--- config.mk ---
export PLATFORM = sky130hd
export DESIGN_NAME = dual_sample_decimal_ascii_framer
export DESIGN_NICKNAME = d
export VERILOG_FILES = /design/src/hw/rtl/dsdaf_pkg.sv /design/src/hw/rtl/dsdaf_lane.sv /design/src/hw/rtl/dsdaf_frame.sv /design/src/hw/rtl/dual_sample_decimal_ascii_framer.sv
export SDC_FILE = /design/constraint.sdc
export NUM_CORES = 1
export LEC_CHECK = 0
export BUFFER_PORTS_ARGS = -buffer_cell sky130_fd_sc_hd__clkbuf_2
export CORE_UTILIZATION = 30
export DETAILED_ROUTE_END_ITERATION = 6
export GPL_TIMING_DRIVEN = 0
export PLACE_DENSITY = 0.41
export SYNTH_ARGS = -nofsm -noshare
export SYNTH_HDL_FRONTEND = slang
export SYNTH_SLANG_ARGS = --single-unit
--- constraint.sdc ---
create_clock -name clk_i -period 4.29 [get_ports clk_i]
set_input_delay 0.429 -clock clk_i [delete_from_list [all_inputs] [get_ports clk_i]]
set_output_delay 0.429 -clock clk_i [all_outputs]
set_load 0.01 [all_outputs]
--- src/hw/rtl/dsdaf_pkg.sv ---
`timescale 1ns / 1ps

package dsdaf_pkg;

  localparam int unsigned FIELD_W   = 10;
  localparam int unsigned DIGITS    = 4;
  localparam int unsigned BCD_W     = 4 * DIGITS;
  localparam int unsigned MSG_LEN   = 16;
  localparam int unsigned IDX_W     = $clog2(MSG_LEN);
  localparam logic [IDX_W-1:0] LAST_IDX = IDX_W'(MSG_LEN - 1);

  localparam logic [7:0] CHAR_AT    = 8'h40;
  localparam logic [7:0] CHAR_S     = 8'h53;
  localparam logic [7:0] CHAR_P     = 8'h50;
  localparam logic [7:0] CHAR_SPACE = 8'h20;
  localparam logic [7:0] CHAR_ZERO  = 8'h30;
  localparam logic [7:0] CHAR_CR    = 8'h0D;
  localparam logic [7:0] CHAR_LF    = 8'h0A;

  typedef struct packed {
    logic [FIELD_W-1:0] first_sample;
    logic [FIELD_W-1:0] second_sample;
  } sample_t;

  typedef struct packed {
    logic [7:0] out_byte;
    logic       end_of_message;
  } result_t;

  typedef struct packed {
    logic             done;
    logic [BCD_W-1:0] digits;
  } lane_stat_t;

  function automatic logic [7:0] digit_char(logic [3:0] digit);
    return CHAR_ZERO | {4'b0000, digit};
  endfunction

  // byte of the message at a given position; digits are packed thousands first
  function automatic logic [7:0] msg_byte(logic [IDX_W-1:0] idx, logic [BCD_W-1:0] da,
                                          logic [BCD_W-1:0] db);
    logic [7:0] ch;
    unique case (idx)
      4'd0:    ch = CHAR_AT;
      4'd1:    ch = CHAR_S;
      4'd2:    ch = CHAR_P;
      4'd3:    ch = CHAR_S;
      4'd4:    ch = CHAR_SPACE;
      4'd5:    ch = digit_char(da[15:12]);
      4'd6:    ch = digit_char(da[11:8]);
      4'd7:    ch = digit_char(da[7:4]);
      4'd8:    ch = digit_char(da[3:0]);
      4'd9:    ch = CHAR_SPACE;
      4'd10:   ch = digit_char(db[15:12]);
      4'd11:   ch = digit_char(db[11:8]);
      4'd12:   ch = digit_char(db[7:4]);
      4'd13:   ch = digit_char(db[3:0]);
      4'd14:   ch = CHAR_CR;
      default: ch = CHAR_LF;
    endcase
    return ch;
  endfunction

endpackage

--- src/hw/rtl/dsdaf_lane.sv ---
`timescale 1ns / 1ps

module dsdaf_lane import dsdaf_pkg::*; #(
  parameter int unsigned VALUE_BITS = 11
) (
  input  logic                  clk_i,
  input  logic                  rst_ni,
  input  logic                  load_i,
  input  logic [VALUE_BITS-1:0] value_i,
  input  logic                  take_i,
  output logic                  full_o,
  output lane_stat_t            stat_o
);

  localparam int unsigned CNT_W = $clog2(VALUE_BITS + 1);

  logic                  full_q, full_d;
  logic [CNT_W-1:0]      cnt_q, cnt_d;
  logic [VALUE_BITS-1:0] bin_q, bin_d;
  logic [BCD_W-1:0]      bcd_q, bcd_d;
  logic [BCD_W-1:0]      adj;

  // shift-and-add-3: fix up every digit before each shift
  always_comb begin
    for (int k = 0; k < DIGITS; k++) begin
      adj[4*k +: 4] = (bcd_q[4*k +: 4] >= 4'd5) ? bcd_q[4*k +: 4] + 4'd3 : bcd_q[4*k +: 4];
    end
  end

  always_comb begin
    full_d = full_q;
    cnt_d  = cnt_q;
    bin_d  = bin_q;
    bcd_d  = bcd_q;
    if (load_i) begin
      full_d = 1'b1;
      cnt_d  = CNT_W'(VALUE_BITS);
      bin_d  = value_i;
      bcd_d  = '0;
    end else begin
      if (take_i) begin
        full_d = 1'b0;
      end
      if (cnt_q != '0) begin
        cnt_d = cnt_q - CNT_W'(1);
        bin_d = {bin_q[VALUE_BITS-2:0], 1'b0};
        bcd_d = {adj[BCD_W-2:0], bin_q[VALUE_BITS-1]};
      end
    end
  end

  always_ff @(posedge clk_i or negedge rst_ni) begin
    if (!rst_ni) begin
      full_q <= 1'b0;
      cnt_q  <= '0;
    end else begin
      full_q <= full_d;
      cnt_q  <= cnt_d;
    end
  end

  always_ff @(posedge clk_i) begin
    bin_q <= bin_d;
    bcd_q <= bcd_d;
  end

  assign full_o        = full_q;
  assign stat_o.done   = full_q && (cnt_q == '0);
  assign stat_o.digits = bcd_q;

endmodule

--- src/hw/rtl/dsdaf_frame.sv ---
`timescale 1ns / 1ps

module dsdaf_frame import dsdaf_pkg::*; (
  input  logic       clk_i,
  input  logic       rst_ni,
  input  logic       load_i,
  input  lane_stat_t lane_a_i,
  input  lane_stat_t lane_b_i,
  output logic       ready_o,
  output logic       result_valid_o,
  output result_t    result_o
);

  logic             active_q, active_d;
  logic [IDX_W-1:0] idx_q, idx_d;
  logic             valid_q;
  logic [BCD_W-1:0] dig_a_q, dig_b_q;
  result_t          result_q;

  logic last;
  assign last    = (idx_q == LAST_IDX);
  assign ready_o = !active_q || last;

  always_comb begin
    active_d = active_q;
    idx_d    = idx_q;
    if (load_i) begin
      active_d = 1'b1;
      idx_d    = '0;
    end else if (active_q) begin
      idx_d = idx_q + IDX_W'(1);
      if (last) begin
        active_d = 1'b0;
      end
    end
  end

  always_ff @(posedge clk_i or negedge rst_ni) begin
    if (!rst_ni) begin
      active_q <= 1'b0;
      idx_q    <= '0;
      valid_q  <= 1'b0;
    end else begin
      active_q <= active_d;
      idx_q    <= idx_d;
      valid_q  <= active_q;
    end
  end

  always_ff @(posedge clk_i) begin
    if (load_i) begin
      dig_a_q <= lane_a_i.digits;
      dig_b_q <= lane_b_i.digits;
    end
    result_q.out_byte       <= msg_byte(idx_q, dig_a_q, dig_b_q);
    result_q.end_of_message <= last;
  end

  assign result_valid_o = valid_q;
  assign result_o       = result_q;

endmodule

--- src/hw/rtl/dual_sample_decimal_ascii_framer.sv ---
`timescale 1ns / 1ps

// Sample pair to ASCII message framer.
// Input: a command is taken at a clock edge where start is high and busy is
// low; sample_i carries both samples for that transfer.
// Output: sixteen bytes "@SPS aaaa bbbb<CR><LF>" appear one per cycle on
// result_o, each marked by result_valid_o for a single cycle; end_of_message
// is set on the LF byte. The receiver has no way to hold the stream off.
// Two conversion lanes turn the samples to four BCD digits each, one bit per
// cycle, and then hand them to the message stage.
// The first byte is registered and put on the outputs once both lanes are
// done and the message stage has taken their digits.
// The message stage sends one byte per cycle; the lanes take the next pair
// while the current message is still going out, and messages follow each
// other without a gap when the next pair has been converted in time.
// Reset clears the lanes and the message stage; nothing is sent until the
// first command.
module dual_sample_decimal_ascii_framer import dsdaf_pkg::*; #(
  parameter int unsigned SAMPLE_BITS = 10
) (
  input  logic    clk_i,
  input  logic    rst_ni,
  input  logic    start,
  output logic    busy,
  input  sample_t sample_i,
  output logic    result_valid_o,
  output result_t result_o
);

  localparam int unsigned VALUE_BITS = SAMPLE_BITS + 1;

  logic [SAMPLE_BITS-1:0] samp_a, samp_b;
  logic [VALUE_BITS-1:0]  value_a, value_b;
  logic                   load, take, frame_ready;
  logic                   full_a, full_b;
  lane_stat_t             stat_a, stat_b;

  assign samp_a  = SAMPLE_BITS'(sample_i.first_sample);
  assign samp_b  = SAMPLE_BITS'(sample_i.second_sample);
  assign value_a = VALUE_BITS'(samp_a);
  // second channel is printed doubled
  assign value_b = {samp_b, 1'b0};

  assign busy = full_a || full_b;
  assign load = start && !busy;
  assign take = stat_a.done && stat_b.done && frame_ready;

  dsdaf_lane #(
    .VALUE_BITS(VALUE_BITS)
  ) u_lane_a (
    .clk_i  (clk_i),
    .rst_ni (rst_ni),
    .load_i (load),
    .value_i(value_a),
    .take_i (take),
    .full_o (full_a),
    .stat_o (stat_a)
  );

  dsdaf_lane #(
    .VALUE_BITS(VALUE_BITS)
  ) u_lane_b (
    .clk_i  (clk_i),
    .rst_ni (rst_ni),
    .load_i (load),
    .value_i(value_b),
    .take_i (take),
    .full_o (full_b),
    .stat_o (stat_b)
  );

  dsdaf_frame u_frame (
    .clk_i         (clk_i),
    .rst_ni        (rst_ni),
    .load_i        (take),
    .lane_a_i      (stat_a),
    .lane_b_i      (stat_b),
    .ready_o       (frame_ready),
    .result_valid_o(result_valid_o),
    .result_o      (result_o)
  );

endmodule

# After elaboration in Yosys (flattened, before gate mapping)
# Cells that the tools add are included.
dict set report word_totals {
  reg_bits 108
  inputBits 23
  wordCells 92
}
dict set report classes {
  n_eq_ne 15
  mux 24
  add_sub_neg 11
  reduce_logical 19
  magnitude_cmp 8
}
# operator n
set op_table {}
lappend op_table {{$pmux W7 S13} 1}
lappend op_table {{$mux W4} 12}
lappend op_table {{$eq A4 B4 Y1 const B} 8}
lappend op_table {{$ge A4 B3 Y1 const B} 8}
lappend op_table {{$add A4 B2 Y4 const B} 6}
lappend op_table {{$mux W11} 2}
lappend op_table {{$mux W10} 2}
lappend op_table {{$eq A4 B3 Y1 const B} 4}
lappend op_table {{$logic_not A4 Y1} 3}
lappend op_table {{$eq A4 B2 Y1 const B} 2}
lappend op_table {{$reduce_bool A2 Y1} 4}
lappend op_table {{$reduce_bool A4 Y1} 2}
lappend op_table {{$sub A4 B1 Y4 const B} 2}
lappend op_table {{$add A3 B2 Y3 const B} 2}
lappend op_table {{$mux W3} 2}
lappend op_table {{$logic_and A1 B1 Y1} 5}
lappend op_table {{$mux W1} 5}
lappend op_table {{$add A4 B1 Y4 const B} 1}
lappend op_table {{$eq A4 B1 Y1 const B} 1}
lappend op_table {{$reduce_or A2 Y1} 2}
lappend op_table {{$logic_not A1 Y1} 2}
lappend op_table {{$logic_or A1 B1 Y1} 1}

# Logic depth before layout (Yosys ltp)
dict set report logic_depth {
  ltp_word 6
  depth_mapped 8
}

# Hierarchy
# From an unflattened synthesis, not the netlist that was laid out.
dict set report unflattened {
  cells_unflattened 489
  area_unflattened_um2 5430.2
}
# mod n_inst area_per_inst_um2 seq_area_each_um2 cells_each
set modules_own_cells {}
lappend modules_own_cells {dsdaf_frame 1 1843.0 1271.2 125}
lappend modules_own_cells {{dsdaf_lane (u_lane_a)} 1 1788.0 775.7 180}
lappend modules_own_cells {{dsdaf_lane (u_lane_b)} 1 1775.5 775.7 180}
lappend modules_own_cells {dual_sample_decimal_ascii_framer 1 23.8 0.0 4}

# Worst setup path after synthesis
# Ideal clock, no wire load.
dict set report synth_path {
  kind {register -> register}
  from {reg u_lane_a.cnt_q[0]}
  to {reg u_frame.dig_a_q[0], enable pin}
  arrival_time_ns 2.100
  stages_incl_launch_ff 7
  required_time_ns 3.888
  path_slack_ns 1.788
  path_cell_list {dfrtp_1 > inv_1 > ha_1 > nor3b_4 > buf_6 > nand3_1 > a21oi_2}
}
dict set report synth_via {
  elab_chain_cells 4
}
# item line
set synth_rtl {}
lappend synth_rtl {{start: declaration} dsdaf_lane.sv:18} ;# logic [CNT_W-1:0] cnt_q, cnt_d;
lappend synth_rtl {{start signal: assignment} dsdaf_lane.sv:58} ;# cnt_q <= cnt_d;
lappend synth_rtl {{$logic_not A4 Y1} dsdaf_lane.sv:68} ;# assign stat_o.done = full_q && (cnt_q == '0);
lappend synth_rtl {{$logic_and A1 B1 Y1} dsdaf_lane.sv:68}
lappend synth_rtl {{$logic_and A1 B1 Y1 (2 in series)} dual_sample_decimal_ascii_framer.sv:46} ;# assign take = stat_a.done && stat_b.done && frame_ready;
lappend synth_rtl {{via take} dual_sample_decimal_ascii_framer.sv:34} ;# logic load, take, frame_ready;
lappend synth_rtl {{end signal: assignment} dsdaf_frame.sv:52} ;# dig_a_q <= lane_a_i.digits;
lappend synth_rtl {{end: declaration} dsdaf_frame.sv:17} ;# logic [BCD_W-1:0] dig_a_q, dig_b_q;
# The timed path passes the listed nets, and every way through them passes these cells.
# A chain may end at the register's enable or synchronous reset.

# Worst setup path after layout
dict set report layout_path {
  from {reg u_lane_b.cnt_q[0]}
  to {reg u_frame.dig_b_q[15], enable pin}
}
dict set report layout_via {
  elab_chain_cells 4
}
# item line
set layout_rtl {}
lappend layout_rtl {{start: declaration} dsdaf_lane.sv:18}
lappend layout_rtl {{start signal: assignment} dsdaf_lane.sv:58}
lappend layout_rtl {{$logic_not A4 Y1} dsdaf_lane.sv:68}
lappend layout_rtl {{$logic_and A1 B1 Y1} dsdaf_lane.sv:68}
lappend layout_rtl {{$logic_and A1 B1 Y1 (2 in series)} dual_sample_decimal_ascii_framer.sv:46}
lappend layout_rtl {{via take} dual_sample_decimal_ascii_framer.sv:34}
lappend layout_rtl {{end signal: assignment} dsdaf_frame.sv:53} ;# dig_b_q <= lane_b_i.digits;
lappend layout_rtl {{end: declaration} dsdaf_frame.sv:17}
# The timed path passes the listed nets, and every way through them passes these cells.

==> results.sh <==
export IMPL_peakVddDrop_v=0.000251
export IMPL_cts_sinks=108
export IMPL_synth_top_area_cell="edfxtp_1"
export IMPL_grt_max_degree=22
export IMPL_synth_top_area_share_pct=31.1
export IMPL_syn_area_um2=5020
export IMPL_finalHoldViolCount=0
export IMPL_synth_cell_type_count=53
export IMPL_ioPinCount=34
export IMPL_initial_utilization_pct=31.1
export IMPL_chipHeight_um=131
export IMPL_drc=0
export IMPL_die_area_um2=17300
export IMPL_synth_most_common_cell="nand2_1"
export IMPL_status="finished clean"
export IMPL_synth_async_reset_ratio_pct=13.9
export IMPL_coreArea_um2=16100
export IMPL_drive_gt1_share_pct=14.8
export IMPL_grt_first_pass_wirelength_um=19700
export IMPL_dp_cells=747
export IMPL_cts_buffers=9
export IMPL_path_class="flop to flop"
export IMPL_cts_tree="yes"
export IMPL_die_x_um=131
export IMPL_finalCriticalPeriod_ns=2.43
export IMPL_crit_fanout=21
export IMPL_cts_hold_buf=0
export IMPL_antenna_found_initial=0
export IMPL_crit_path_start_kind="flop"
export IMPL_final_setup_tns_ns=0
export IMPL_register_area_um2=2760
export IMPL_synth_main_ff_cell="edfxtp_1"
export IMPL_fill_cells=1677
export IMPL_slew_headroom_pct=65.1
export IMPL_critPathCaptureType="flop"
export IMPL_worst_slew_pin_slew_ns=0.522
export IMPL_finalPower_mw=4.37
export IMPL_via_per_inst=4.81
export IMPL_maxCapViolations=0
export IMPL_p_per_area_nw_per_um2=752
export IMPL_yosysSeqAreaShare_pct=54.9
export IMPL_wirelength_um=12000
export IMPL_clkTransAtPathRegs_ns=0.07
export IMPL_fmax_ghz=0.412
export IMPL_overflow=0
export IMPL_clock_root_buffer="clkbuf_16"
export IMPL_finalSetupViolations=0
export IMPL_syn_avg_cell_area_um2=10.1
export IMPL_power_leakage_nw=2.37
export IMPL_rrSetupSlack_ns=1.86
export IMPL_syn_nets=544
export IMPL_hpwl_um=8350
export IMPL_wl_per_cell_um=15.7
export IMPL_grtUsageTotal_pct=14.9
export IMPL_yosys_register_bits=108
export IMPL_drtIter0Drc=221
export IMPL_cts_resized=0
export IMPL_synthToLayoutAreaGrowth_pct=15.7
export IMPL_utilization_pct=36.0
export IMPL_ant_nets=0
export IMPL_synth_warnings=0
export IMPL_multiInputGateArea_um2=2000
export IMPL_fin_worst_skew_ns=0.00799
export IMPL_slew_violations=0
export IMPL_hold_class="input pin to async pin"
export IMPL_port_buffers=32
export IMPL_cts_buffer_depth=2
export IMPL_insertion_delay_ns=0.36
export IMPL_postCtsSetupBuffers=0
export IMPL_synth_edf_count=52
export IMPL_grt_pass1_vias=3662
export IMPL_via_count=3673
export IMPL_htreeDepth=3
export IMPL_crit_required_ns=4.36
export IMPL_synthTopCellsByArea="edfxtp_1 (31%), dfxtp_1 (16%), dfrtp_1 (7.5%)"
export IMPL_arrival_ns=2.49
export IMPL_synth_common_cells="nand2_1 (84), edfxtp_1 (52), dfxtp_1 (41)"
export IMPL_period_share_pct=56.5
export IMPL_place_congestion=0.783
export IMPL_dr_pass1_iters=4
export IMPL_rsz0062_at_grt="false"
export IMPL_fin_nets=588
export IMPL_synth_cells=498
export IMPL_diodes=0
export IMPL_final_cell_count_no_fill=763
export IMPL_rows=46
## cells by family after synthesis
| kind of cell | Yosys count | share of synthesized area, % |
|---|---|---|
| xor+xnor | 6 | 1.05 |
| simple gates | 201 | 19.7 |
| compound gates | 104 | 12.9 |
| buf+inv | 54 | 5.43 |
| fa+ha+maj | 23 | 5.73 |
| mux | 1 | 0.224 |
| flops | 108 | 54.9 |
| other cells | 1 | 0.0747 |
## stage by stage
step | hold slack (ns) | cell area [um^2] | setup WS, ns
floorplan | 0.133 | 5020 | 1.79
global placement | 0.410 | 5450 | 1.10
detailed placement | 0.408 | 5480 | 1.82
finish | 0.00703 | 5810 | 1.86
global route | 0.0168 | 5810 | 1.63
CTS | 0.00666 | 5810 | 1.80
## power by group
part | switching [mW] | internal [mW]
combinational | 0.938 | 0.693
sequential | 0.306 | 1.52
clock | 0.398 | 0.516
## final timing paths
path / cells after the start / startpoint / endpoint
setup reg to reg: 6 / u_lane_b.cnt_q[0]$_DFFE_PN0P_ / u_frame.dig_b_q[15]$_DFFE_PP_
setup / recovery: 6 / u_lane_b.cnt_q[0]$_DFFE_PN0P_ / u_frame.dig_b_q[15]$_DFFE_PP_
hold reg to reg: 2 / u_lane_a.bin_q[10]$_SDFFE_PP0P_ / u_lane_a.bcd_q[0]$_SDFFE_PP0P_
hold / removal: 1 / rst_ni / u_lane_a.cnt_q[2]$_DFFE_PN0P_
max in group asynchronous: 1 / rst_ni / u_frame.idx_q[2]$_DFFE_PN0P_
min in group clk_i: 3 / sample_i[7] / u_lane_b.bin_q[8]$_DFFE_PP_
## cell usage in the layout, fill, tap and decap left out, types with 5 or more instances in the layout
| cell type | Yosys | layout |
|---|---|---|
| nor3_1 | 10 | 10 |
| nand2_1 | 84 | 84 |
| nor3b_1 | 5 | 5 |
| ha_1 | 23 | 23 |
| edfxtp_1 | 52 | 52 |
| a21oi_1 | 35 | 35 |
| nor2_1 | 23 | 23 |
| dfxtp_1 | 41 | 41 |
| a211oi_1 | 5 | 5 |
| nand4_1 | 10 | 10 |
| nand3_1 | 32 | 32 |
| o21ai_0 | 34 | 34 |
| dfrtp_1 | 15 | 15 |
| or4_1 | 8 | 8 |
| inv_1 | 26 | 26 |
| nand2b_1 | 12 | 12 |
| clkbuf_2 | 1 | 33 |
| clkbuf_16 | 0 | 9 |
| buf_2 | 14 | 14 |
## state kept, by name (all words and copies together), names as in the netlist
register,count
u_frame.active_q,1
u_frame.dig_a_q,16
u_frame.dig_b_q,16
u_frame.idx_q,4
u_frame.result_o,8
u_frame.result_valid_o,1
u_lane_a.bcd_q,16
u_lane_a.bin_q,11
u_lane_a.cnt_q,4
u_lane_a.full_o,1
u_lane_b.bcd_q,16
u_lane_b.bin_q,10
u_lane_b.cnt_q,4
## cell type report
cell class,instances,area share [%]
buffer,28,3.02
clock buffer,9,3.88
clock inverter,7,1.70
inverter,26,1.68
multi-input combinational,336,34.4
sequential,108,47.5
tap,216,4.65
timing repair buffer,33,3.23
## critical path, cell delays in order, from the launching register on
cell	delay, ns
dfrtp_1	0.37
inv_1	0.09
ha_1	0.23
nor3b_4	0.50
nand3_1	0.23
a21oi_4	0.47
buf_16	0.23
## routing by layer
metal,wire length (um),GRT usage (%),up-vias
li1,-,-,1856
met1,5720,19.0,1730
met5,0,0,-
met4,175,5.88,0
met2,5500,23.9,75
met3,595,3.97,12
Power figures use the tool's default switching activity.
